$ cat config.mk
export PLATFORM = sky130hd
export DESIGN_NAME = wqid_ram
export DESIGN_NICKNAME = d
export VERILOG_FILES = /design/src/design/wqid_ram.sv
export SDC_FILE = /design/constraint.sdc
export NUM_CORES = 1
export LEC_CHECK = 0
export BUFFER_PORTS_ARGS = -buffer_cell sky130_fd_sc_hd__clkbuf_2
export CAP_MARGIN = 15
export CORE_UTILIZATION = 62
export CTS_CLUSTER_DIAMETER = 150
export DETAILED_ROUTE_END_ITERATION = 12
export HOLD_SLACK_MARGIN = 0.15
export PLACE_DENSITY_LB_ADDON = 0.15
export SYNTH_ARGS = -nofsm -noshare
export SYNTH_HDL_FRONTEND = slang
export SYNTH_SLANG_ARGS = --single-unit
$ cat constraint.sdc
create_clock -name clk -period 3.4 [get_ports clk]
set_clock_uncertainty 0.2 [all_clocks]
set_input_delay 0.68 -clock clk [delete_from_list [all_inputs] [get_ports clk]]
set_output_delay 0.68 -clock clk [all_outputs]
set_load 0.005 [all_outputs]
$ cat src/design/wqid_ram.sv
// Generic single-write, single-read RAM with registered read data.
`default_nettype none

module wqid_ram #(
    parameter int WIDTH = 8,
    parameter int DEPTH = 16,
    localparam int ADDR_W = (DEPTH > 1) ? $clog2(DEPTH) : 1
) (
    input  wire logic                     clk,
    input  wire logic                     we,
    input  wire logic [ADDR_W-1:0]        waddr,
    input  wire logic [WIDTH-1:0]         wdata,
    input  wire logic                     re,
    input  wire logic [ADDR_W-1:0]        raddr,
    output logic      [WIDTH-1:0]         rdata
);

    logic [WIDTH-1:0] mem_reg [DEPTH];

    // Write port
    always_ff @(posedge clk)
    begin
        if (we)
        begin
            mem_reg[waddr] <= wdata;
        end
    end

    // Registered read port
    always_ff @(posedge clk)
    begin
        if (re)
        begin
            rdata <= mem_reg[raddr];
        end
    end

endmodule

`default_nettype wire

==> metrics.txt, run 1 <==
setup slack, reg-to-reg=1.65 ns; clk buf depth=2; Hold Path Class=input port to register; initial antenna violation count=0; # IOs=27; RSZ-0062 raised after global routing=no; Worst EP arrival=between 2 and 2.5 ns; Worst Setup Start Kind=input port; Setup Viol. Count Final=0; first-pass GRT wire length=15280 um; # Max-Cap Violations=0; top cells by instance count after synthesis=edfxtp_1 (136), mux4_2 (18), a22oi_1 (16); cts hold-fix bufs=0; syn_nets=248; Worst Path Required=3.46 ns; CP bufs+invs=2; GRT Util Overall=25.90%; synthesized instance count=about 230; Routed Antenna Nets=0; post-CTS sizing=0; via density per instance=6.329; Synth area leaders=edfxtp_1 (78%), mux4_2 (7.8%), mux4_1 (7.0%); GPL Wtd Cong=0.7601; core box area=8175 sq um; layout cell share with drive strength beyond 1=31.06%; ys flop type=edfxtp_1; met1 GRT Util=between 30% and 40%; clock transition at the registers of the reported paths=0.06 ns; FP Rows=33; most frequent cell after synthesis=edfxtp_1; EDFF count, synth=136; WL per Instance=25.38 um; Fin. Hold Viols=0; Rel. slew slack=~42%; largest net degree at the start of global routing=17; Worst path slowest cell=mux4_2; area grow syn2layout=17.64%; Crit Path Category=input port to register; Least-Margin Pin Slew=0.8650 ns; 1st-pass router iterations=5; Hold Path Depth=1; DIE AREA=a little under 9000 sq um; Post-Route WL=10100 um; CTS sink cnt=136; design area=6150 sq um; worst-path maximum fanout=10; Ys Warns=0; Synth top area share=78.12%; # diodes=0; kind of cell adding the most delay to the critical path=buffers and inverters; Initial Util=63.94%; Synth cell types=18; post-synthesis sequential area ratio=78.12%; Slew Viols, Final=0; met3 Track Usage GR=roughly 7.6%; Final HPWL DP=6071 um; Async S/R FF share, synth=0%; Die W=about 94 um; Nets=about 300; Max Clk Rate=454.6 MHz; fin crit share=64.69%; instance count on the critical path=5; total CTS buffers=17; Leak=approximately 2.1 nW; cell area power density=643.1 nW/um^2; Seq cells post-synth=about 140; Worst-Skew Late Latency=0.52 ns; die height=93.83 um; area leader, netlist=edfxtp_1; Worst VDD drop=about 420 uV; crit path cell chain=clkbuf_2, buf_4, mux4_2, a22oi_1, nand2_1; I/O Buffers=26; GRT overflow=0; vias in the first global route=2644; Total Neg Setup Slack=0 ns; Setup Fix Bufs, Post-CTS=0; Setup crit end kind=register; H-Tree Depth=4; Placed Area=about 5500 sq um; CTS tree=yes; outcome=complete, no violations; Iteration-0 DRC Markers=231; syn_area_per_cell=22.83 sq um; CP peak stage delay=0.54 ns; max FFs per register=about 130; mapped cell area=5228 sq um; layer with the highest usage=met2; CTS root buffer=clkbuf_8; Final min period=about 2.2 ns; Via Count=between 2000 and 3000; worst reg2reg path depth=3; DR DRC count=0; GR Layer Usage met2=40.75%
## path summary, 6_finish.rpt
check | startpoint | end
max | raddr[0] | rdata[6]
min | wdata[0] | mem_reg[6][0]
max reg2reg | mem_reg[2][3] | rdata[3]
min reg2reg | mem_reg[12][6] | rdata[6]
## per-layer routing
| metal | wire length, um | vias up |
|---|---|---|
| li1 | - | 1083 |
| met1 | 4007 | 1292 |
| met2 | 5204 | 123 |
| met3 | 646 | 21 |
| met4 | 243 | 0 |
| met5 | 0 | - |
## worst register-to-register path: stages (launching register included)
cell,delay [ns]
edfxtp_1,0.38
mux4_1,0.51
a22oi_1,0.31
nand2_1,0.09
## power by group
group	switching, W	total [W]	leakage (nW)	internal [W]
combinational	0.0000979	0.000169	0.566	0.0000716
sequential	0.0000110	0.00190	1.24	0.00189
clock	0.000689	0.00189	0.294	0.00120
## cell type report
type                            count  area, sq um
Clock buffer                       18        417.9
Multi-Input combinational cell     83         1057
Clock inverter                     14        196.4
Sequential cell                   136         4084
Tap cell                          105        131.4
Timing Repair Buffer               42        262.8
Fill cell                         424         2026
## cell families after synthesis
kind of cell           synth area share, %
flip-flops                           78.12
AND/OR/NAND/NOR                      3.136
multiplexers                         14.79
AO/OA/AOI/OAI                        2.298
buffers and inverters                1.651
## layout by cell type (no fill, tap or decap), drive strengths merged
cell / instances
edfxtp: 136
nor2: 13
nand3: 1
and2: 1
nand3b: 2
mux4: 32
buf: 16
clkbuf: 44
or3b: 1
clkinv: 5
nor2b: 1
nand2b: 2
a22oi: 16
and2b: 1
nor3: 4
inv: 3
clkinvlp: 2
nand2: 9
bufinv: 4
## per-stage QoR
stage	hold WS (ns)	power (W)	util (%)	setup WS (ns)	std cells
6_report	0.3734	0.003955	75.22	1.200	398
5_1_grt	0.3666	0.004050	75.22	1.167	398
4_1_cts	0.3523	0.003973	75.22	1.202	398
3_5_place_dp	0.5369	0.002101	67.71	0.6963	366
3_3_place_gp	0.5233	0.002095	67.71	0.7049	366
2_1_floorplan	0.5048	0.002027	-	1.027	229
Power figures use the tool's default switching activity.
==> inputs of run 2 (changes only) <==
--- a/config.mk
+++ b/config.mk
@@ -7,7 +7,7 @@
 export LEC_CHECK = 0
 export BUFFER_PORTS_ARGS = -buffer_cell sky130_fd_sc_hd__clkbuf_2
 export CAP_MARGIN = 15
-export CORE_UTILIZATION = 62
+export CORE_UTILIZATION = 60
 export CTS_CLUSTER_DIAMETER = 150
 export DETAILED_ROUTE_END_ITERATION = 12
 export HOLD_SLACK_MARGIN = 0.15
==> constraint.sdc (replaced) <==
create_clock -name clk -period 2.2 [get_ports clk]
set_clock_uncertainty 0.2 [all_clocks]
set_input_delay 0.44 -clock clk [delete_from_list [all_inputs] [get_ports clk]]
set_output_delay 0.44 -clock clk [all_outputs]
set_load 0.005 [all_outputs]
==> metrics.txt, run 2 (synthesis gave the netlist of run 1 again) <==
outcome=complete, no violations; Max Clk Rate=585.4 MHz; max FFs per register=128 (unchanged); RSZ-0062 raised after global routing=no; clock transition at the registers of the reported paths=0.06 ns (about the same); Cells after DPL=371 (+1.4%); Crit Path Category=register to register; largest net degree at the start of global routing=33 (+16); most frequent cells in the layout=edfxtp_1 (136), clkbuf_2 (26), mux4_2 (18), buf_4 (18); hold path start=wdata[3]; Least-Margin Pin Slew=0.4019 ns (-0.4631 ns); Via Count=2437 (-3.3%); Hold Path Class=input port to register; I/O Buffers=26 (unchanged); CTS sink cnt=136 (unchanged); Die W=95.34 um (+1.6%); Setup crit end kind=register; GRT overflow=0 (unchanged); CP peak stage delay=0.46 ns (-0.08 ns); Setup Viol. Count Final=0 (unchanged); Nets=307 (+2.7%); Place WS=0.02521 ns (-0.6711 ns); Worst Path Required=2.25 ns (-1.21 ns); H-Tree Depth=4 (unchanged); die height=95.34 um (+1.6%); first-pass GRT wire length=14410 um (-5.7%); worst-path maximum fanout=1 (-9); layout cell share with drive strength beyond 1=32.56% (+1.5 points); FP Rows=33 (unchanged); Final WS setup=0.4916 ns (-0.7088 ns); Slew Viols, Final=0 (unchanged); Worst Setup Start Kind=register; FF+latch area=4084 sq um (unchanged); clk buf depth=2 (unchanged); Worst VDD drop=712.5 uV (+69%); Hold Path Depth=1 (unchanged); via density per instance=6.002 (-5.2%); Initial Util=62.68% (-1.3 points); Worst-Skew Late Latency=0.51 ns (about the same); GRT Util Overall=24.13% (-1.8 points); post-CTS sizing=0 (unchanged); Placed Area=5598 sq um (+1.1%); r2r startpoint=mem_reg[0][6]; fin crit share=77.65%; 1st-pass router iterations=4 (-1); Rel. slew slack=73.20% (+31 points); leading cell type in the layout, fill and taps excluded=edfxtp_1; total CTS buffers=17 (unchanged); Leak=2.133 nW (+1.8%); Worst path slowest cell=mux4_2; DIE AREA=9090 sq um (+3.3%); Fin. Hold Viols=0 (unchanged); Post-Route WL=9395 um (-7.0%); crit path cell chain=mux4_2, a22oi_1, nand2_1; Routed Antenna Nets=0 (unchanged); Final Util=74.29% (-0.93 points); final cell count without fillers=406 (+2.0%); WL per Instance=23.14 um (-8.8%); area grow syn2layout=18.53%; Hold EP=mem_reg[8][3]; CTS tree=yes; Final HPWL DP=5833 um (-3.9%); Iteration-0 DRC Markers=219 (-5.2%); worst reg2reg path depth=3 (unchanged); setup slack, reg-to-reg=0.49 ns (-1.16 ns); Fillers=487 (+15%); reg2reg end=rdata[6]; Multi-input gate area=1057 sq um (unchanged); cell area power density=944.0 nW/um^2 (+47%); Worst EP arrival=1.76 ns (-0.50 ns); # diodes=0 (unchanged); initial antenna violation count=0 (unchanged); # Max-Cap Violations=0 (unchanged); design area=6196 sq um (+0.75%); Final min period=1.708 ns; DR DRC count=0 (unchanged); Total Neg Setup Slack=0 ns (unchanged); core box area=8341 sq um (+2.0%); GPL Wtd Cong=0.7566 (-0.46%); CTS root buffer=clkbuf_8; vias in the first global route=2467 (-6.7%); # IOs=27 (unchanged)
## run 2: worst max-delay path: cells and delay by family (launching register included)
kind	cells	cell delay (ns)
and+or+nand+nor	1	0.10
DFF	1	0.38
AOI/OAI and AO/OA	1	0.31
muxes	1	0.46
## run 2: worst max-delay path by stage
stage / startpoint / endpoint / slack, ns / cells after the start
global route: mem_reg[3][6] / rdata[6] / 0.42 / 3
floorplan: waddr[2] / mem_reg[0][0] / 0.07 / 2
detailed placement: raddr[0] / rdata[5] / 0.03 / 5
global placement: raddr[0] / rdata[5] / 0.03 / 5
finish: mem_reg[0][6] / rdata[6] / 0.49 / 3
CTS: mem_reg[0][6] / rdata[6] / 0.50 / 3
## run 2: layout make-up
type                       instances  area share [%]
multi-input combinational         83           17.06
timing repair buffer              50           5.735
clock inverter                    15           2.484
clock buffer                      17           6.684
tap                              105           2.120
sequential                       136           65.91
## run 2: what timing repair did
| item | CTS | global route |
|---|---|---|
| endpoints found under the hold margin | 40 | 0 |
| buffers inserted | 0 | 0 |
| hold buffers | 3 | 0 |
## run 2: stage by stage
| stage | hold WS (ns) | total power, W |
|---|---|---|
| after floorplan | 0.3389 | 0.003133 |
| after global placement | 0.5266 | 0.003249 |
| after detailed placement | 0.5318 | 0.003258 |
| after CTS | 0.1508 | 0.005901 |
| after global routing | 0.1742 | 0.006039 |
| final | 0.1677 | 0.005849 |
## run 2: power breakdown
group          switching [W]  leakage, nW  total (W)  internal [W]
registers          0.0000140         1.24    0.00293       0.00292
clock network        0.00103        0.282    0.00264       0.00161
logic               0.000149        0.615   0.000271      0.000122
## run 2: layer usage
layer / up-vias / share of wire (%) / track usage, %
met2: 103 / 49 / 35.30
met3: 2 / 6.7 / 5.024
met4: 0 / 0.40 / 11.99
met5: - / 0 / 0
li1: 1106 / - / -
met1: 1226 / 44 / 35.10
