[src/design/wqid_pkg.sv]
// Shared constants, codes and types of the work queue instance dispatcher.
`default_nettype none

package wqid_pkg;

    // Queue and pool sizing
    localparam int QUEUE_DEPTH   = 64;
    localparam int MAX_INSTANCES = 16;

    // Field widths fixed by the interface
    localparam int TAG_W      = 16;
    localparam int WANT_W     = 5;
    localparam int PRIO_W     = 8;
    localparam int TIME_W     = 48;
    localparam int LOAD_W     = 48;
    localparam int SLOT_W     = 4;
    localparam int STATUS_W   = 3;
    localparam int PENDING_W  = 7;
    localparam int RR_W       = 32;
    localparam int TOTAL_W    = 32;
    localparam int POLICY_W   = 2;
    localparam int POOL_W     = 5;
    localparam int CFG_IDX_W  = 1;
    localparam int CFG_DATA_W = 5;

    // Derived widths
    localparam int QADDR_W    = (QUEUE_DEPTH > 1) ? $clog2(QUEUE_DEPTH) : 1;
    localparam int SUM_W      = QADDR_W + 1;
    localparam int FILL_W     = $clog2(QUEUE_DEPTH + 1);
    localparam int INST_W     = (MAX_INSTANCES > 1) ? $clog2(MAX_INSTANCES) : 1;
    localparam int CNT_W      = $clog2(MAX_INSTANCES + 1);
    localparam int RR_STEP_W  = $clog2(RR_W);
    localparam int STEP_W     = (CNT_W > RR_STEP_W) ? CNT_W : RR_STEP_W;

    // Instance id meaning "none found"
    localparam logic [WANT_W-1:0] INST_NONE = '1;

    // Request codes
    typedef enum logic [1:0] {
        REQ_SUBMIT = 2'd0,
        REQ_ASSIGN = 2'd1,
        REQ_LOAD   = 2'd2,
        REQ_NONE   = 2'd3
    } req_t;

    // Result status codes
    typedef enum logic [STATUS_W-1:0] {
        ST_QUEUED   = 3'd0,
        ST_FULL     = 3'd1,
        ST_ASSIGNED = 3'd2,
        ST_EMPTY    = 3'd3,
        ST_DROPPED  = 3'd4,
        ST_LOADED   = 3'd5
    } status_t;

    // Configuration register indexes
    localparam logic [CFG_IDX_W-1:0] CFG_POLICY = 1'd0;
    localparam logic [CFG_IDX_W-1:0] CFG_POOL   = 1'd1;

    // Policy codes
    localparam logic [POLICY_W-1:0] POLICY_RR = 2'd0;

    // One queued work item
    typedef struct packed {
        logic [TAG_W-1:0]  tag;
        logic [WANT_W-1:0] want;
        logic [PRIO_W-1:0] prio;
        logic [TIME_W-1:0] etime;
    } entry_t;

    localparam int ENTRY_W = $bits(entry_t);

endpackage

`default_nettype wire

[src/design/wqid_cmp.sv]
// Shared compare and subtract unit used by the modulo and least-load walks.
`default_nettype none

module wqid_cmp
    import wqid_pkg::*;
(
    input  wire logic [LOAD_W-1:0] a,
    input  wire logic [LOAD_W-1:0] b,
    output logic                   lt,
    output logic      [LOAD_W-1:0] diff
);

    logic [LOAD_W:0] wide_diff;

    // Subtract once; the borrow is the less-than flag
    assign wide_diff = {1'b0, a} - {1'b0, b};
    assign lt        = wide_diff[LOAD_W];
    assign diff      = wide_diff[LOAD_W-1:0];

endmodule

`default_nettype wire

[config.mk]
export PLATFORM = sky130hd
export DESIGN_NAME = wqid_cmp
export DESIGN_NICKNAME = d
export VERILOG_FILES = /design/src/design/wqid_pkg.sv /design/src/design/wqid_cmp.sv
export SDC_FILE = /design/constraint.sdc
export NUM_CORES = 1
export LEC_CHECK = 0
export ABC_AREA = 1
export BUFFER_PORTS_ARGS = -buffer_cell sky130_fd_sc_hd__buf_2
export CAP_MARGIN = 20
export CORE_MARGIN = 1
export CORE_UTILIZATION = 25
export DETAILED_ROUTE_END_ITERATION = 10
export SETUP_SLACK_MARGIN = 0.1
export SLEW_MARGIN = 10
export SYNTH_ARGS = -nofsm -noshare
export SYNTH_HDL_FRONTEND = slang
export SYNTH_SLANG_ARGS = --single-unit
[constraint.sdc]
create_clock -name vclk -period 2.75
set_input_delay 0.4125 -clock vclk [all_inputs]
set_output_delay 0.4125 -clock vclk [all_outputs]
set_load 0.03 [all_outputs]
==> results of run 1 <==
[layout make-up]
class / count / share of cell area
inverters: 275 / 0.168
repair buffers: 153 / 0.136
multi-input cells: 693 / 0.649
well taps: 229 / 0.0467
[worst max-delay path, cell delays in order]
cell and delay [ns]:
buf_2 0.10, ha_1 0.34, buf_4 0.16, nand2_1 0.06
nand2_1 0.10, a21oi_2 0.15, o21bai_1 0.09, nor2b_1 0.13
nor2_1 0.13, nand2_1 0.07, nor2_1 0.17, clkbuf_4 0.23
[per-stage QoR]
step	utilization	instances	power (mW)
after floorplan	-	968	1.04
after global placement	0.315	1350	1.51
after detailed placement	0.315	1350	1.51
after CTS	0.316	1350	1.52
after global routing	0.340	1350	1.80
final	0.340	1350	1.64
[synth_stat cells]
cell	number	area, um^2
nand4_1	11	68.8
and2_1	3	18.8
and2_2	1	7.51
and3_1	1	6.26
fa_1	1	20.0
nor2_4	6	67.6
nand2_2	24	150
nor2_2	28	175
and2_4	1	8.76
ha_1	48	601
inv_2	7	26.3
xnor2_1	1	8.76
inv_1	268	1010
nor4_1	2	12.5
nor3_2	3	30.0
o21ai_0	1	5.00
nand3_1	36	180
nor3_1	3	15.0
nor2b_1	1	6.26
nand3_2	8	80.1
nand3b_1	2	15.0
nor2_1	60	225
or2_1	2	12.5
o21bai_1	4	30.0
o211ai_1	1	7.51
xor2_1	24	210
a21o_1	1	7.51
nand2_1	393	1480
a21oi_1	27	135
[metal layers]
layer  vias to the layer above  wire [um]  GRT usage
met5                         -          0          0
met3                        19        905    0.00773
met2                       146       7890      0.309
met4                         0        319     0.0302
li1                       3105          -          -
met1                      2533       7660      0.235
[logic make-up after synthesis]
| group | after synthesis |
|---|---|
| xor gates and xnor gates | 25 |
| AOI/OAI and AO/OA | 34 |
| buffers and inverters | 275 |
| and+or+nand+nor | 585 |
| adders and majority gates | 49 |
[repair_timing]
action,CTS,global route
cloned,0,0
pin swaps,0,5
endpoints found under the setup margin,7,30
resized for setup,2,119
[worst paths after layout]
path / from / to
setup / recovery: a[35] / lt
hold / removal: b[0] / diff[0]
[where the power goes]
part           internal [mW]  switching [mW]
logic                  0.557            1.08
registers                  0               0
clock network              0               0
==> reports/qor.yml, run 1 <==
cts_setup_buffers: 0
synth_cells: 968
ys_seq_area_frac: 0
dp_slack_ns: 0.0326
fill_cells: 2147
die_h_um: 138
required_ns: 2.34
timing.final.ws_setup_ns: 0.184
status: "complete, no violations"
ys_types: 29
num_rows: 49
synthMuxAreaShare: 0
netlist_area_mm2: 0.00461
syn_to_final_growth_pct: 33.0
hold_buffers: 0
yosys.area_share.xor_xnor: 0.0475
layout_commonest_cell: "nand2_1"
period_minus_slack_ns: 2.57
fin_setup_tns_ns: 0
start_util: 0.256
hold_class: "in -> out"
yosys_warnings: 0
nets: 1268
rsz0062_at_grt: "true"
p_leak_nw: 3.86
hold_violations: 0
die-area_mm2: 0.0190
max_freq_ghz: 0.390
ant_nets: 0
place_congestion: 0.922
synth_top_family_by_area: "simple AND/OR/NAND/NOR gates"
final_area_mm2: 0.00614
fp.dieW_um: 138
io_buffers: 145
hold-path-cell-count: 4
ir_drop_v: 0.000121
arrival_ns: 2.15
syn-num-nets: 1113
avgViaCountPerCell: 4.30
multiInputGateArea_mm2: 0.00399
routed_wl_um: 16800
pin_count: 145
drtIter0Drc: 256
grt-ovfl-total: 0
drv_slew: 0
remaining_drc_errors: 0
grt_max_degree: 7
slew_headroom: 0.784
synth-compound-area-share: 0.0402
first_pass_iters: 5
layout_common_cells: "378 x nand2_1, 267 x inv_1, 131 x buf_2, 46 x nor2_1, 39 x nand2_2"
grt_pass1_wl_um: 26000
drive_above_1_share: 0.275
finalCritPeriodShare: 0.933
yosys.area_share.simple: 0.554
grt_antenna_before_repair: 0
n_clock_buffer: 0
cp-start-kind: "primary input"
avgSynthCellArea_um2: 4.76
place_hpwl_um: 15300
synth_fa_ha_area_frac: 0.135
path_class: "in -> out"
diodes: 0
seq_cell_count: 0
seqCellArea_um2: 0
worst_slew_pin_slew_ns: 0.324
grt.total_usage: 0.175
placed_cell_area_mm2: 0.00568
final-setup-viol-count: 0
wire_per_inst_um: 12.4
power_density_mw_per_mm2: 267
drv_cap: 0
coreArea_mm2: 0.0180
worstPathMaxFanout: 3
grt_pass1_vias: 5476
vias: 5803
cp-end-kind: "output port"
hold_ws_ns: 1.22
(Power assumes the default switching activity.)
==> inputs of run 2 (changes only) <==
--- a/config.mk
+++ b/config.mk
@@ -8,11 +8,13 @@
 export ABC_AREA = 1
 export BUFFER_PORTS_ARGS = -buffer_cell sky130_fd_sc_hd__buf_2
 export CAP_MARGIN = 20
+export CELL_PAD_IN_SITES_DETAIL_PLACEMENT = 0
+export CELL_PAD_IN_SITES_GLOBAL_PLACEMENT = 1
 export CORE_MARGIN = 1
 export CORE_UTILIZATION = 25
 export DETAILED_ROUTE_END_ITERATION = 10
+export PLACE_DENSITY_LB_ADDON = 0.1
 export SETUP_SLACK_MARGIN = 0.1
-export SLEW_MARGIN = 10
 export SYNTH_ARGS = -nofsm -noshare
 export SYNTH_HDL_FRONTEND = slang
 export SYNTH_SLANG_ARGS = --single-unit
==> run 2 against run 1 <==
Against the previous run:
- clock-buffer cell count unchanged
- global-route usage is 1.5 points higher
- worst setup slack gained 0.0038 ns
- cell count up 1.0%
- largest power group unchanged
- flip-flop and latch count stayed put
- non-clock buffer count up 14
- via count down 1.5%
- die area unchanged
==> reports/qor.yml, run 2 (synthesis results as in run 1) <==
first_pass_iters: 5
period_minus_slack_ns: 2.56
multiInputGateArea_mm2: 0.00381
drive_above_1_share: 0.268
hold_class: "in -> out"
status: "complete, no violations"
layout_commonest_cell: "nand2_1"
utilization: 0.335
power_density_mw_per_mm2: 268
coreArea_mm2: 0.0180
avgViaCountPerCell: 4.19
drv_cap: 0
place_congestion: 0.909
max_freq_ghz: 0.390
hp-start: "b[0]"
worstPathMaxFanout: 4
grt_pass1_vias: 5183
grt_max_degree: 7
grt_pass1_wl_um: 27300
hold_buffers: 0
seqCellArea_um2: 0
p_sw_frac: 0.665
cp-start-kind: "primary input"
nets: 1282
seq_power_share: 0
arrival_ns: 2.15
pin_count: 145
die_h_um: 138
power_frac_comb: 1.000
worstHoldEndpoint: "diff[0]"
cp-end-kind: "output port"
syn_to_final_growth_pct: 31.1
finalCritPeriodShare: 0.932
power.switching_mw: 1.08
grt_antenna_before_repair: 0
seq_cell_count: 0
remaining_drc_errors: 0
hold_violations: 0
diodes: 0
ir_drop_v: 0.000112
drtIter0Drc: 277
rsz0062_at_grt: "true"
grt-ovfl-total: 0
routed_wl_um: 18000
place_hpwl_um: 16800
fp.dieW_um: 138
final_cells: 1364
required_ns: 2.34
p_clk_frac: 0
die-area_mm2: 0.0190
final-setup-viol-count: 0
path_class: "in -> out"
grt.total_usage: 0.189
worst_slew_pin_slew_ns: 0.357
dp_cells: 1363
wire_per_inst_um: 13.2
start_util: 0.256
hold_ws_ns: 1.22
dp_slack_ns: 0.0118
num_rows: 49
vias: 5715
hold-path-cell-count: 4
slew_headroom: 0.762
layout_common_cells: "384 x nand2_1, 267 x inv_1, 137 x buf_2, 52 x nor2_1, 35 x nand3_1"
ant_nets: 0
p_leak_nw: 3.90
io_buffers: 145
n_clock_buffer: 0
timing.final.ws_setup_ns: 0.188
fin_setup_tns_ns: 0
drv_slew: 0
fill_cells: 2200
intPower_uw: 542
run 2: layout make-up:
type | instances | area share
multi-input combinational | 693 | 0.630
inverter | 275 | 0.171
tap | 229 | 0.0474
timing repair buffer | 167 | 0.152
run 2: worst max-delay path, cell delays in order:
cell	delay, ns
buf_2	0.08
inv_1	0.05
ha_2	0.39
nand2_1	0.17
nor2_4	0.19
inv_1	0.09
nor2_4	0.10
nand2_1	0.06
nor2_1	0.08
nand2_1	0.08
nand3_1	0.09
nand2_1	0.05
nand2_1	0.09
buf_2	0.21
run 2: worst max-delay path by stage:
| stage | from | to | depth (start not counted) |
|---|---|---|---|
| 6_report | b[22] | diff[44] | 14 |
| 5_1_grt | b[22] | diff[41] | 12 |
| 3_5_place_dp | a[0] | diff[36] | 15 |
| 3_3_place_gp | a[0] | diff[36] | 15 |
| 2_1_floorplan | a[0] | diff[16] | 11 |
| 4_1_cts | a[0] | diff[36] | 15 |
run 2: metrics by stage:
stage          area (um^2)  power, mW
2_1_floorplan         4610       1.04
3_3_place_gp          5780       1.56
3_5_place_dp          5780       1.56
4_1_cts               5790       1.56
5_1_grt               6050       1.79
6_report              6050       1.62
run 2: per-layer routing:
metal	vias up	wire [um]	global-route usage
met4	0	0	0.00362
met5	-	0	0
met3	0	557	0.00221
met1	2462	9450	0.284
li1	3155	-	-
met2	98	8040	0.315
run 2: power by group through the flow:
stage / Combinational [mW] / Clock (mW) / Sequential (mW)
5_1_grt: 1.79 / 0 / 0
3_5_place_dp: 1.56 / 0 / 0
6_report: 1.62 / 0 / 0
2_1_floorplan: 1.04 / 0 / 0
3_3_place_gp: 1.56 / 0 / 0
4_1_cts: 1.56 / 0 / 0
run 2: what timing repair did:
item / CTS / global route
resized for setup: 2 / 78
buffers inserted: 0 / 1
pin swaps: 0 / 5
endpoints found under the setup margin: 8 / 31
==> inputs of run 3 (changes only) <==
--- a/config.mk
+++ b/config.mk
@@ -6,7 +6,7 @@
 export NUM_CORES = 1
 export LEC_CHECK = 0
 export ABC_AREA = 1
-export BUFFER_PORTS_ARGS = -buffer_cell sky130_fd_sc_hd__buf_2
+export BUFFER_PORTS_ARGS = -buffer_cell sky130_fd_sc_hd__clkbuf_2
 export CAP_MARGIN = 20
 export CELL_PAD_IN_SITES_DETAIL_PLACEMENT = 0
 export CELL_PAD_IN_SITES_GLOBAL_PLACEMENT = 1
==> run 3 against run 2 <==
Against the previous run:
- via count down 0.35%
- critical endpoint is now diff[45]
- flip-flop and latch count unchanged
- routed wire length is 1.4% higher
- clock-buffer cell count did not move
- maximum frequency increased by 0.30%
- highest routed layer is now met4
- combinational power is essentially flat
- critical path depth unchanged
- worst hold slack better by 0.026 ns
- worst setup slack improved by 0.0077 ns
- sequential share of layout area is the same
- non-clock buffer count grew 3
==> reports/qor.yml, run 3 (synthesis results as in run 1) <==
first_pass_iters: 4
cts_setup_buffers: 0
crit_top_cell: "nand2_1"
ir_drop_v: 0.000125
seq_power_share: 0
place_hpwl_um: 16900
critPathSlowestCell: "ha_2"
fp.dieW_um: 138
intPower_uw: 555
die_h_um: 138
routed_wl_um: 18300
hold_class: "in -> out"
drtIter0Drc: 227
n_clock_buffer: 0
final_cells: 1367
wire_per_inst_um: 13.4
nets: 1285
seqCellArea_um2: 0
avgViaCountPerCell: 4.17
seq_cell_count: 0
ant_nets: 0
finalCritPeriodShare: 0.929
slowest_delay_ns: 0.39
final-setup-viol-count: 0
pin_count: 145
diodes: 0
power_frac_comb: 1.000
grt_pass1_wl_um: 28000
hold_buffers: 0
path_class: "in -> out"
hold_violations: 0
cp-end-kind: "output port"
io_buffers: 145
placed_cell_area_mm2: 0.00581
die-area_mm2: 0.0190
power.switching_mw: 1.10
slew_headroom: 0.773
drv_cap: 0
layout_commonest_cell: "nand2_1"
coreArea_mm2: 0.0180
drv_slew: 0
grt.total_usage: 0.194
vias: 5695
p_sw_frac: 0.664
period_minus_slack_ns: 2.55
rsz0062_at_grt: "true"
max_freq_ghz: 0.391
fill_cells: 2175
hp-start: "b[0]"
required_ns: 2.34
drive_above_1_share: 0.279
grt_max_degree: 7
num_rows: 49
remaining_drc_errors: 0
worstPathMaxFanout: 4
status: "complete, no violations"
final_area_mm2: 0.00612
grt_antenna_before_repair: 0
p_leak_nw: 3.95
worst_slew_pin_slew_ns: 0.340
layout_common_cells: "377 x nand2_1, 267 x inv_1, 133 x clkbuf_2, 48 x nor2_1, 40 x nand2_2"
dp_cells: 1367
arrival_ns: 2.14
cp-start-kind: "primary input"
grt_pass1_vias: 5425
place_congestion: 0.889
p_clk_frac: 0
grt-ovfl-total: 0
fin_setup_tns_ns: 0
start_util: 0.256
worstPathCellList: "clkbuf_2 -> inv_1 -> ha_2 -> nand2_2 -> nor2_2 -> nand2_1 -> inv_1 -> nand2_1 -> nand2_1 -> nand2_1 -> nand3_1 -> nand2_1 -> nand2_1 -> clkbuf_4"
crit_start: "b[12]"
power_density_mw_per_mm2: 270
syn_to_final_growth_pct: 32.6
-- run 3: path summary, 6_finish.rpt --
| check | endpoint | slack, ns | cells past startpoint |
|---|---|---|---|
| setup / recovery | diff[45] | 0.20 | 14 |
| hold / removal | diff[0] | 1.25 | 4 |
-- run 3: power by group through the flow --
stage	registers (mW)	clock network [mW]	logic, mW
2_1_floorplan	0	0	1.04
3_5_place_dp	0	0	1.57
6_report	0	0	1.65
3_3_place_gp	0	0	1.57
5_1_grt	0	0	1.83
4_1_cts	0	0	1.58
-- run 3: stage by stage --
step	util	hold slack [ns]	power, mW	setup WS, ns
2_1_floorplan	-	1.04	1.04	0.264
3_3_place_gp	0.322	1.21	1.57	0.0453
3_5_place_dp	0.322	1.21	1.57	-0.00331
4_1_cts	0.323	1.22	1.58	0.101
5_1_grt	0.339	1.29	1.83	0.0639
6_report	0.339	1.25	1.65	0.195
-- run 3: critical path, delay by kind of cell --
kind | cells | cell delay [ns]
fa+ha+maj | 1 | 0.39
buf+inv | 4 | 0.35
simple gates | 9 | 0.98
-- run 3: area by class of cell --
class	instances	area (um^2)	share of cell area
Inverter	275	1030	0.169
Tap cell	229	287	0.0468
Timing Repair Buffer	170	946	0.155
Multi-Input combinational cell	693	3850	0.630
-- run 3: what timing repair did --
item	in CTS	in global routing
endpoints found under the setup margin	10	33
pin swaps	0	6
hold endpoints to repair	0	0
cloned	0	0
gates resized for setup	5	101
-- run 3: metal layers --
metal | global-route usage | vias up | routed length [um]
li1 | - | 3156 | -
met1 | 0.286 | 2433 | 9510
met2 | 0.318 | 92 | 7950
met3 | 0.00442 | 14 | 513
met4 | 0.0229 | 0 | 308
met5 | 0 | - | 0
