--- config.mk ---
export PLATFORM = sky130hd
export DESIGN_NAME = wqid_load_tbl
export DESIGN_NICKNAME = d
export VERILOG_FILES = /design/src/design/wqid_pkg.sv /design/src/design/wqid_load_tbl.sv
export SDC_FILE = /design/constraint.sdc
export NUM_CORES = 1
export LEC_CHECK = 0
export ABC_CLOCK_PERIOD_IN_PS = 5800
export BUFFER_PORTS_ARGS = -buffer_cell sky130_fd_sc_hd__buf_2
export CORE_MARGIN = 2
export CORE_UTILIZATION = 60
export DETAILED_ROUTE_END_ITERATION = 8
export PLACE_DENSITY_LB_ADDON = 0.05
export SYNTH_ARGS = -nofsm -noshare
export SYNTH_HDL_FRONTEND = slang
export SYNTH_SLANG_ARGS = --single-unit
--- constraint.sdc ---
create_clock -name clk -period 5.8 [get_ports clk]
set_input_delay 1.16 -clock clk [delete_from_list [all_inputs] [get_ports clk]]
set_output_delay 1.16 -clock clk [all_outputs]
set_load 0.01 [all_outputs]
--- src/design/wqid_pkg.sv ---
// Shared constants, codes and types of the work queue instance dispatcher.
`default_nettype none

package wqid_pkg;

    // Queue and pool sizing
    localparam int QUEUE_DEPTH   = 64;
    localparam int MAX_INSTANCES = 16;

    // Field widths fixed by the interface
    localparam int TAG_W      = 16;
    localparam int WANT_W     = 5;
    localparam int PRIO_W     = 8;
    localparam int TIME_W     = 48;
    localparam int LOAD_W     = 48;
    localparam int SLOT_W     = 4;
    localparam int STATUS_W   = 3;
    localparam int PENDING_W  = 7;
    localparam int RR_W       = 32;
    localparam int TOTAL_W    = 32;
    localparam int POLICY_W   = 2;
    localparam int POOL_W     = 5;
    localparam int CFG_IDX_W  = 1;
    localparam int CFG_DATA_W = 5;

    // Derived widths
    localparam int QADDR_W    = (QUEUE_DEPTH > 1) ? $clog2(QUEUE_DEPTH) : 1;
    localparam int SUM_W      = QADDR_W + 1;
    localparam int FILL_W     = $clog2(QUEUE_DEPTH + 1);
    localparam int INST_W     = (MAX_INSTANCES > 1) ? $clog2(MAX_INSTANCES) : 1;
    localparam int CNT_W      = $clog2(MAX_INSTANCES + 1);
    localparam int RR_STEP_W  = $clog2(RR_W);
    localparam int STEP_W     = (CNT_W > RR_STEP_W) ? CNT_W : RR_STEP_W;

    // Instance id meaning "none found"
    localparam logic [WANT_W-1:0] INST_NONE = '1;

    // Request codes
    typedef enum logic [1:0] {
        REQ_SUBMIT = 2'd0,
        REQ_ASSIGN = 2'd1,
        REQ_LOAD   = 2'd2,
        REQ_NONE   = 2'd3
    } req_t;

    // Result status codes
    typedef enum logic [STATUS_W-1:0] {
        ST_QUEUED   = 3'd0,
        ST_FULL     = 3'd1,
        ST_ASSIGNED = 3'd2,
        ST_EMPTY    = 3'd3,
        ST_DROPPED  = 3'd4,
        ST_LOADED   = 3'd5
    } status_t;

    // Configuration register indexes
    localparam logic [CFG_IDX_W-1:0] CFG_POLICY = 1'd0;
    localparam logic [CFG_IDX_W-1:0] CFG_POOL   = 1'd1;

    // Policy codes
    localparam logic [POLICY_W-1:0] POLICY_RR = 2'd0;

    // One queued work item
    typedef struct packed {
        logic [TAG_W-1:0]  tag;
        logic [WANT_W-1:0] want;
        logic [PRIO_W-1:0] prio;
        logic [TIME_W-1:0] etime;
    } entry_t;

    localparam int ENTRY_W = $bits(entry_t);

endpackage

`default_nettype wire

--- src/design/wqid_load_tbl.sv ---
// Per-instance load table: one write port, one read port, cleared at reset.
`default_nettype none

module wqid_load_tbl
    import wqid_pkg::*;
(
    input  wire logic              clk,
    input  wire logic              rst_n,
    input  wire logic              we,
    input  wire logic [INST_W-1:0] waddr,
    input  wire logic [LOAD_W-1:0] wdata,
    input  wire logic [INST_W-1:0] raddr,
    output logic      [LOAD_W-1:0] rdata
);

    logic [LOAD_W-1:0] load_reg [MAX_INSTANCES];

    // Store reported loads
    always_ff @(posedge clk or negedge rst_n)
    begin
        if (!rst_n)
        begin
            for (int i = 0; i < MAX_INSTANCES; i++)
            begin
                load_reg[i] <= '0;
            end
        end
        else if (we)
        begin
            load_reg[waddr] <= wdata;
        end
    end

    // Read the entry under the walk index
    assign rdata = load_reg[raddr];

endmodule

`default_nettype wire

==> reports/summary.txt, run 1 <==
fin util - 67.4%
yosys warns - 0
startpoint types - input pin
cell row count - 87
Antenna Violating Nets Remaining - 0
sequential-to-total area share from yosys stat - 56.3%
Die ar. - 0.0588 sq mm
critical path endpoint category - output pin
status - finished clean
post-cts repair resize count - 0
Worst VDD drop - 0.000295 V
Setup WS post-layout - 1.52 ns
clock sinks - 768
CP Class - in -> out
Worst-path clk slew - 0.05 ns
worst rel slew slack - 20.8%
Fin. Hold Viols - 0
HPWL Detailed - 41,000 microns
IO Pins - 107
Layout area overhead - 11.2%
clk root buf - clkbuf_16
crit path DAT - 3.12 ns
RSZ-0062 raised after global routing - no
Clock Path Buffers - 3
first-pass GRT wire length - 124,000 microns
Setup violations, final - 0
Synth Cell Area - 0.0341 sq mm
flops & latches, synth - 768
WP data required - 4.64 ns
post-route cell area - 0.0380 sq mm
commonest non-fill, non-tap cells in the layout - dfrtp_1 (768), mux2_2 (726), mux4_2 (192)
Die X - 242 microns
reg2reg start - load_reg[741]
worst hold slack - 0.490 ns
Hold Crit Endpoint - load_reg[740]
Power per Cell Area - 391 mW/mm^2
DP Area - 0.0353 sq mm
syn avg cell area - 16.3 sq um
Peak Freq - 234 MHz
# DRC - 0
syn nets - 2,152
DP Worst Slack - 1.47 ns
Reg2Reg Depth - 1
antenna violations before repair - 5
hold depth - 1
CTS buffer count - 79
largest net degree at the start of global routing - 148
total routed wirelength - 78,300 microns
Post-Synthesis Cells - 2,093
Core ar. - 0.0563 sq mm
Port Buf Inserts - 106
worst-margin pin slew - 1.19 ns
final clock skew - 0 ns
CTS hold repair buffers - 0
layout cells sized above 1 - 55.1%
postcts setup bufs - 0
via count - 18,814
routability congestion estimate - 0.734
Pleak - 16.3 nW
worst-path fanout max - 45
WL/cell - 26.6 microns
Max Slew Vio Count - 0
R2R Setup Slk - 4.98 ns
Via density - 6.38
hold crit path type - reg -> reg
max reg flops - 768
Setup TNS Final - 0 ns
number of global-route vias before repair - 20,327
Reg-to-Reg End - load_reg[741]
NumNets Final - 2,192
CTS tree - yes
initial core utilization - 60.6%
Max Cap Violations - 0
total congestion overflow - 0
CTS H-tree lvls - 3
Starting DRT DRC Count - 1,316
hold_sp - load_reg[740]
Die Y - 242 microns
Clock Latency Late Sink - 0.61 ns
unique cell type count in the Yosys netlist - 21
Pre-antenna DRT Iters - 5
Tot GR Track Use - 27.7%
min Tclk post-route - 4.28 ns
Tcrit/Tclk final - 73.8%
leading cell type in the layout, fill and taps excluded - dfrtp_1
[power breakdown]
group | switching, mW | internal, mW | leakage (nW)
Clock | 2.05 | 3.04 | 1.28
Sequential | 0.605 | 6.61 | 9.42
Combinational | 0.944 | 1.61 | 5.61
Total | 3.60 | 11.3 | 16.3
[cell type report]
| cell class | count | area, sq um |
|---|---|---|
| clock inverters | 19 | 234 |
| flip-flops and latches | 768 | 19200 |
| multi-input cells | 1133 | 14200 |
| repair buffers | 151 | 1020 |
| well taps | 756 | 946 |
| clock buffers | 119 | 2370 |
| fillers | 3883 | 18300 |
| diodes | 1 | 2.50 |
[how the worst max path moves through the flow]
stage                        start   endpoint  slack, ns  depth (start not counted)
after floorplan           raddr[0]  rdata[25]       2.12                          6
after global placement    raddr[0]  rdata[38]       1.45                          6
after detailed placement  raddr[0]  rdata[38]       1.47                          6
after CTS                 raddr[0]  rdata[38]       1.47                          6
after global routing      raddr[0]  rdata[38]       1.35                          6
final                     raddr[0]  rdata[26]       1.52                          6
[Yosys cell counts (all sizes together)]
cell / instances / area share [%]
mux4: 192 / 13
nand3b: 2 / 0.044
mux2: 768 / 25
buf: 101 / 1.5
or4: 1 / 0.033
nor3: 6 / 0.088
and2: 1 / 0.018
nand3: 2 / 0.029
nor4: 1 / 0.037
nand2b: 3 / 0.055
clkbuf: 91 / 1.0
dfrtp: 768 / 56
a22oi: 96 / 2.1
nor2b: 2 / 0.037
or3: 2 / 0.037
nor2: 7 / 0.077
nand2: 50 / 0.55
[layer usage]
metal,global-route usage (%),vias up,share of wire (%)
li1,-,7913,-
met1,41.6,10351,46
met2,42.8,417,47
met3,4.84,127,4.7
met4,6.61,6,2.0
met5,0,-,0.050
[logic make-up (layout without fill, tap and decap cells)]
group / after synthesis / in the layout / share of synthesized area [%]
AO/OA/AOI/OAI: 96 / 96 / 2.11
flip-flops: 768 / 768 / 56.3
multiplexers: 960 / 960 / 38.0
buffers and inverters: 192 / 289 / 2.55
other: 0 / 1 / 0
AND/OR/NAND/NOR: 77 / 77 / 1.00
[worst max-delay path, stage by stage]
cell	delay [ns]
buf_8	0.39
buf_4	0.34
mux4_2	0.53
a22oi_1	0.23
nand2_1	0.20
buf_2	0.19
[stage by stage]
step / power, mW / instances
3_5_place_dp: 9.87 / 2808
6_report: 14.9 / 2947
4_1_cts: 15.0 / 2946
3_3_place_gp: 9.69 / 2808
5_1_grt: 15.6 / 2947
2_1_floorplan: 9.07 / 2093
Power figures use the tool's default switching activity.
==> run 2, diff against run 1 <==
- ABC_CLOCK_PERIOD_IN_PS: 5800 -> 4100
- clock period: 5.8 -> 4.1 ns (I/O delays scaled with it)
==> run 2 against run 1 <==
Effect of this change: non-clock buffer count is 15 higher; power rose by 42%; via count rose by 0.26%; sequential share of layout area down 0.66 points; hold slack worse by 0.24 ns; critical path type unchanged; critical endpoint is now rdata[45].
==> reports/summary.txt, run 2 (synthesis results as in run 1) <==
status - finished clean
via count - 18,862 (+0.26%)
Clock Latency Late Sink - 0.60 ns (about the same)
CP Class - in -> out
Cell Count Post-Placement - 2,823 (+0.53%)
HPWL Detailed - 43,600 microns (+6.3%)
final clock skew - 0 ns (unchanged)
largest net degree at the start of global routing - 95 (-36%)
Pre-antenna DRT Iters - 7 (+2)
cell row count - 87 (unchanged)
Max stage delay cell, worst path - mux4_2
Clock Path Buffers - 3 (unchanged)
routability congestion estimate - 0.755 (+2.8%)
initial core utilization - 60.6% (unchanged)
postcts setup bufs - 0 (unchanged)
P_sw - 5.10 mW (+42%)
Tcrit/Tclk final - 83.6%
Die Y - 242 microns (unchanged)
critical path's largest stage delay - 0.54 ns (about the same)
Pint - 16.1 mW (+43%)
crit path DAT - 2.61 ns (-0.51 ns)
Sequential Power Share - 48.2% (-0.3 points)
Non-Filler Instances - 2,967 (+0.68%)
clock share of power - 34.5% (+0.2 points)
switch share - 24.1% (-0.12 points)
power share of the combinational group - 17.3% (about the same)
worst-path fanout max - 36 (-20%)
post-cts repair resize count - 0 (unchanged)
Port Buf Inserts - 106 (unchanged)
max reg flops - 768 (unchanged)
Core ar. - 0.0563 sq mm (unchanged)
CTS hold repair buffers - 0 (unchanged)
Power per Cell Area - 550 mW/mm^2 (+41%)
number of global-route vias before repair - 20,650 (+1.6%)
IO Pins - 107 (unchanged)
first-pass GRT wire length - 125,000 microns (+0.96%)
startpoint types - input pin
Via density - 6.36 (-0.42%)
Starting DRT DRC Count - 1,255 (-4.6%)
commonest non-fill, non-tap cells in the layout - dfrtp_1 (768), mux2_2 (726), mux4_2 (192)
total routed wirelength - 78,700 microns (+0.43%)
Fin. Hold Viols - 0 (unchanged)
Max Cap Violations - 0 (unchanged)
NumNets Final - 2,207 (+0.68%)
CTS H-tree lvls - 3 (unchanged)
worst-margin pin slew - 0.962 ns (-0.226 ns)
CTS buffer count - 79 (unchanged)
critical path endpoint category - output pin
clk root buf - clkbuf_16
Setup TNS Final - 0 ns (unchanged)
CTS tree - yes
Layout area overhead - 12.7%
Worst-path clk slew - 0.06 ns (about the same)
antenna violations before repair - 8 (+3)
Peak Freq - 292 MHz
WP data required - 3.28 ns (-1.36 ns)
Pleak - 16.5 nW (+1.2%)
Die ar. - 0.0588 sq mm (unchanged)
# DRC - 0 (unchanged)
total congestion overflow - 0 (unchanged)
Max Slew Vio Count - 0 (unchanged)
WL/cell - 26.5 microns (-0.24%)
Die X - 242 microns (unchanged)
clock sinks - 768 (unchanged)
Setup violations, final - 0 (unchanged)
Antenna Violating Nets Remaining - 0 (unchanged)
worst rel slew slack - 35.9% (+15 points)
layout cells sized above 1 - 55.7% (+0.60 points)
CP Cell Sequence - buf_8 -> buf_12 -> mux4_2 -> a22oi_1 -> nand2_1 -> buf_2
RSZ-0062 raised after global routing - no
leading cell type in the layout, fill and taps excluded - dfrtp_1
total power - 21.2 mW (+42%)
hold crit path type - in -> async
Worst VDD drop - 0.000602 V (+100%)
min Tclk post-route - 3.43 ns
Tot GR Track Use - 27.9% (+0.23 points)
[run 2: cell count changes in the layout (fill, tap and decap cells not counted), sizes merged]
cell      delta
inv          -3
diode        +4
buf         +15
bufinv       +1
clkinvlp     +1
clkbuf       -1
clkinv       +3
[run 2: power groups by stage]
stage,Combinational (mW),Sequential [mW],Clock (mW)
2_1_floorplan,2.83,10.0,0
3_3_place_gp,3.56,10.2,0
3_5_place_dp,3.70,10.3,0
4_1_cts,3.71,10.2,7.44
5_1_grt,3.97,10.4,7.78
6_report,3.66,10.2,7.30
[run 2: final timing paths]
| kind | end | start | cells after the start | slack [ns] |
|---|---|---|---|---|
| min | load_reg[662] | rst_n | 1 | 0.25 |
| max reg2reg | load_reg[712] | load_reg[712] | 1 | 3.29 |
| min in group clk | load_reg[753] | load_reg[753] | 1 | 0.49 |
| max | rdata[45] | raddr[0] | 6 | 0.67 |
| max in group asynchronous | load_reg[675] | rst_n | 3 | 2.84 |
| min reg2reg | load_reg[753] | load_reg[753] | 1 | 0.49 |
[run 2: area by class of cell]
cell class	instances	area, sq um
clock buffer	118	2400
clock inverter	21	260
sequential	768	19200
timing repair buffer	166	1460
fill	3852	17800
tap	756	946
antenna	5	12.5
multi-input combinational	1133	14200
[run 2: through the flow]
step	util [%]	setup WS, ns	cell area (sq um)	hold WS (ns)
floorplan	-	1.10	34100	0.453
global placement	63.6	0.634	35800	0.467
detailed placement	63.6	0.639	35800	0.476
CTS	68.3	0.624	38400	0.258
global route	68.3	0.540	38400	0.294
finish	68.3	0.671	38400	0.253
[run 2: worst max-delay path, delay by kind of cell]
kind / cells / cell delay [ns]
buf+inv: 3 / 0.81
simple gates: 1 / 0.14
compound gates: 1 / 0.22
mux: 1 / 0.54
[run 2: per-layer routing]
layer | vias to the layer above | track usage [%] | part of all wire (%)
met4 | 8 | 7.59 | 2.4
li1 | 7936 | - | -
met5 | - | 0 | 0.066
met2 | 399 | 43.4 | 48
met3 | 136 | 4.53 | 4.5
met1 | 10383 | 41.6 | 45
==> run 3, diff against run 2 <==
- ABC_CLOCK_PERIOD_IN_PS: 4100 -> 2900
- CORE_UTILIZATION: 60 -> 56
- clock period: 4.1 -> 2.9 ns (I/O delays scaled with it)
==> run 3 against run 2 <==
Effect of this change: final cell count up 1.9%; combinational power grew 43%; clock power rose by 40%; die area is 7.0% higher; largest power group unchanged; global-route usage decreased by 0.53 points; highest routed layer unchanged; routed wire length grew 5.5%; critical endpoint is now rdata[41].
==> reports/summary.txt, run 3 (synthesis results as in run 1) <==
Sequential Power Share - 48.3% (about the same)
final clock skew - 0 ns (unchanged)
worst rel slew slack - 47.8% (+12 points)
CTS buffer count - 81 (+2.5%)
layout cells sized above 1 - 56.0% (+0.30 points)
worst-path fanout max - 24 (-33%)
Fin. Hold Viols - 0 (unchanged)
clk root buf - clkbuf_16
Tcrit/Tclk final - 94.3%
postcts setup bufs - 0 (unchanged)
worst-margin pin slew - 0.783 ns (-0.179 ns)
Max Cap Violations - 0 (unchanged)
min Tclk post-route - 2.73 ns
Die Y - 251 microns (+3.5%)
Tot GR Track Use - 27.4% (-0.53 points)
DP Worst Slack - 0.126 ns (-0.512 ns)
FF/Latch Area - 0.0192 sq mm (unchanged)
RSZ-0062 raised after global routing - no
Pint - 22.5 mW (+40%)
Multi-input gate area - 0.0142 sq mm (about the same)
routability congestion estimate - 0.717 (-5.0%)
Setup violations, final - 0 (unchanged)
Clock Latency Late Sink - 0.62 ns (+0.02 ns)
Die X - 251 microns (+3.5%)
Power per Cell Area - 770 mW/mm^2 (+40%)
total congestion overflow - 0 (unchanged)
startpoint types - input pin
Layout area overhead - 13.7%
crit path DAT - 2.15 ns (-0.46 ns)
Starting DRT DRC Count - 1,217 (-3.0%)
antenna violations before repair - 6 (-2)
P_sw - 7.34 mW (+44%)
fill count - 4,304 (+12%)
leading cell type in the layout, fill and taps excluded - dfrtp_1
NumNets Final - 2,240 (+1.5%)
largest net degree at the start of global routing - 90 (-5.3%)
number of global-route vias before repair - 20,774 (+0.60%)
power share of the combinational group - 17.6% (+0.3 points)
Non-Filler Instances - 3,023 (+1.9%)
CTS H-tree lvls - 3 (unchanged)
initial core utilization - 56.6% (-4.0 points)
Peak Freq - 366 MHz
critical path endpoint category - output pin
Worst-path clk slew - 0.06 ns (about the same)
clock sinks - 768 (unchanged)
Setup TNS Final - 0 ns (unchanged)
max reg flops - 768 (unchanged)
CTS tree - yes
first-pass GRT wire length - 129,000 microns (+3.6%)
WL/cell - 27.5 microns (+3.6%)
CP Class - in -> out
Cell Count Post-Placement - 2,879 (+2.0%)
Setup WS post-layout - 0.165 ns (-0.506 ns)
IO Pins - 107 (unchanged)
# DRC - 0 (unchanged)
hold crit path type - in -> reg
Worst VDD drop - 0.000443 V (-26%)
Antenna Violating Nets Remaining - 0 (unchanged)
status - finished clean
Pleak - 16.7 nW (+0.94%)
commonest non-fill, non-tap cells in the layout - dfrtp_1 (768), mux2_2 (726), mux4_2 (192)
Clock Path Buffers - 3 (unchanged)
Max Slew Vio Count - 0 (unchanged)
Pre-antenna DRT Iters - 4 (-3)
Core ar. - 0.0602 sq mm (+7.1%)
WP data required - 2.32 ns (-0.96 ns)
HPWL Detailed - 46,400 microns (+6.6%)
total routed wirelength - 83,000 microns (+5.5%)
Port Buf Inserts - 106 (unchanged)
via count - 19,041 (+0.95%)
switch share - 24.6% (+0.44 points)
cell row count - 90 (+3.4%)
Via density - 6.30 (-0.92%)
clock share of power - 34.1% (-0.4 points)
Die ar. - 0.0629 sq mm (+7.0%)
run 3: cell count changes in the layout (fill, tap and decap cells not counted):
cell / delta
buf_4: +20
buf_12: +8
clkbuf_1: +7
clkbuf_8: -7
clkbuf_16: +4
bufinv_16: -3
clkinv_2: -3
inv_6: +2
a22oi_1: -1
a22oi_2: +1
buf_16: +1
buf_6: +1
diode_2: -1
dlygate4sd3_1: +1
run 3: critical path, cell delays in order:
cell     delay (ns)
buf_8          0.17
buf_16         0.23
buf_4          0.17
mux4_2         0.50
a22oi_2        0.19
nand2_1        0.12
buf_2          0.16
run 3: timing repair:
action	4_1_cts	5_1_grt
gates resized for setup	0	3
hold buffers	1	0
hold endpoints to repair	1	0
setup endpoints to repair	0	2
run 3: path summary, 6_finish.rpt:
kind | startpoint | to | slack, ns | cells past startpoint
worst max-delay path | raddr[0] | rdata[41] | 0.17 | 7
worst min-delay path | wdata[24] | load_reg[744] | 0.39 | 2
worst max register to register | load_reg[745] | load_reg[745] | 2.09 | 1
worst min register to register | load_reg[521] | load_reg[521] | 0.49 | 1
max in group asynchronous | rst_n | load_reg[288] | 1.28 | 3
min in group asynchronous | rst_n | load_reg[142] | 0.58 | 2
run 3: final cells by class:
cell class	instances	share of cell area, %
diodes	4	0.0258
clock buffers	122	6.26
clock inverters	17	0.445
multi-input cells	1133	36.5
flip-flops and latches	768	49.6
well taps	782	2.52
repair buffers	197	4.69
run 3: metal layers:
| metal | routed length [microns] | GRT usage, % |
|---|---|---|
| met5 | 34 | 0 |
| met4 | 1460 | 6.46 |
| met3 | 3720 | 5.07 |
| met2 | 40500 | 44.2 |
| met1 | 37300 | 39.2 |
run 3: stage by stage:
| stage | hold WS (ns) | util [%] | total power, mW | cell area, sq um |
|---|---|---|---|---|
| floorplan | 0.284 | - | 18.1 | 34100 |
| global route | 0.394 | 64.4 | 31.3 | 38800 |
| global placement | 0.464 | 60.0 | 19.5 | 36100 |
| detailed placement | 0.475 | 60.0 | 19.9 | 36100 |
| CTS | 0.349 | 64.3 | 30.2 | 38800 |
| finish | 0.386 | 64.4 | 29.9 | 38800 |
run 3: power groups by stage:
stage	logic, mW	clock network [mW]	registers (mW)
2_1_floorplan	4.00	0	14.1
3_3_place_gp	5.09	0	14.4
3_5_place_dp	5.28	0	14.6
4_1_cts	5.31	10.4	14.4
5_1_grt	5.68	10.9	14.7
6_report	5.24	10.2	14.4
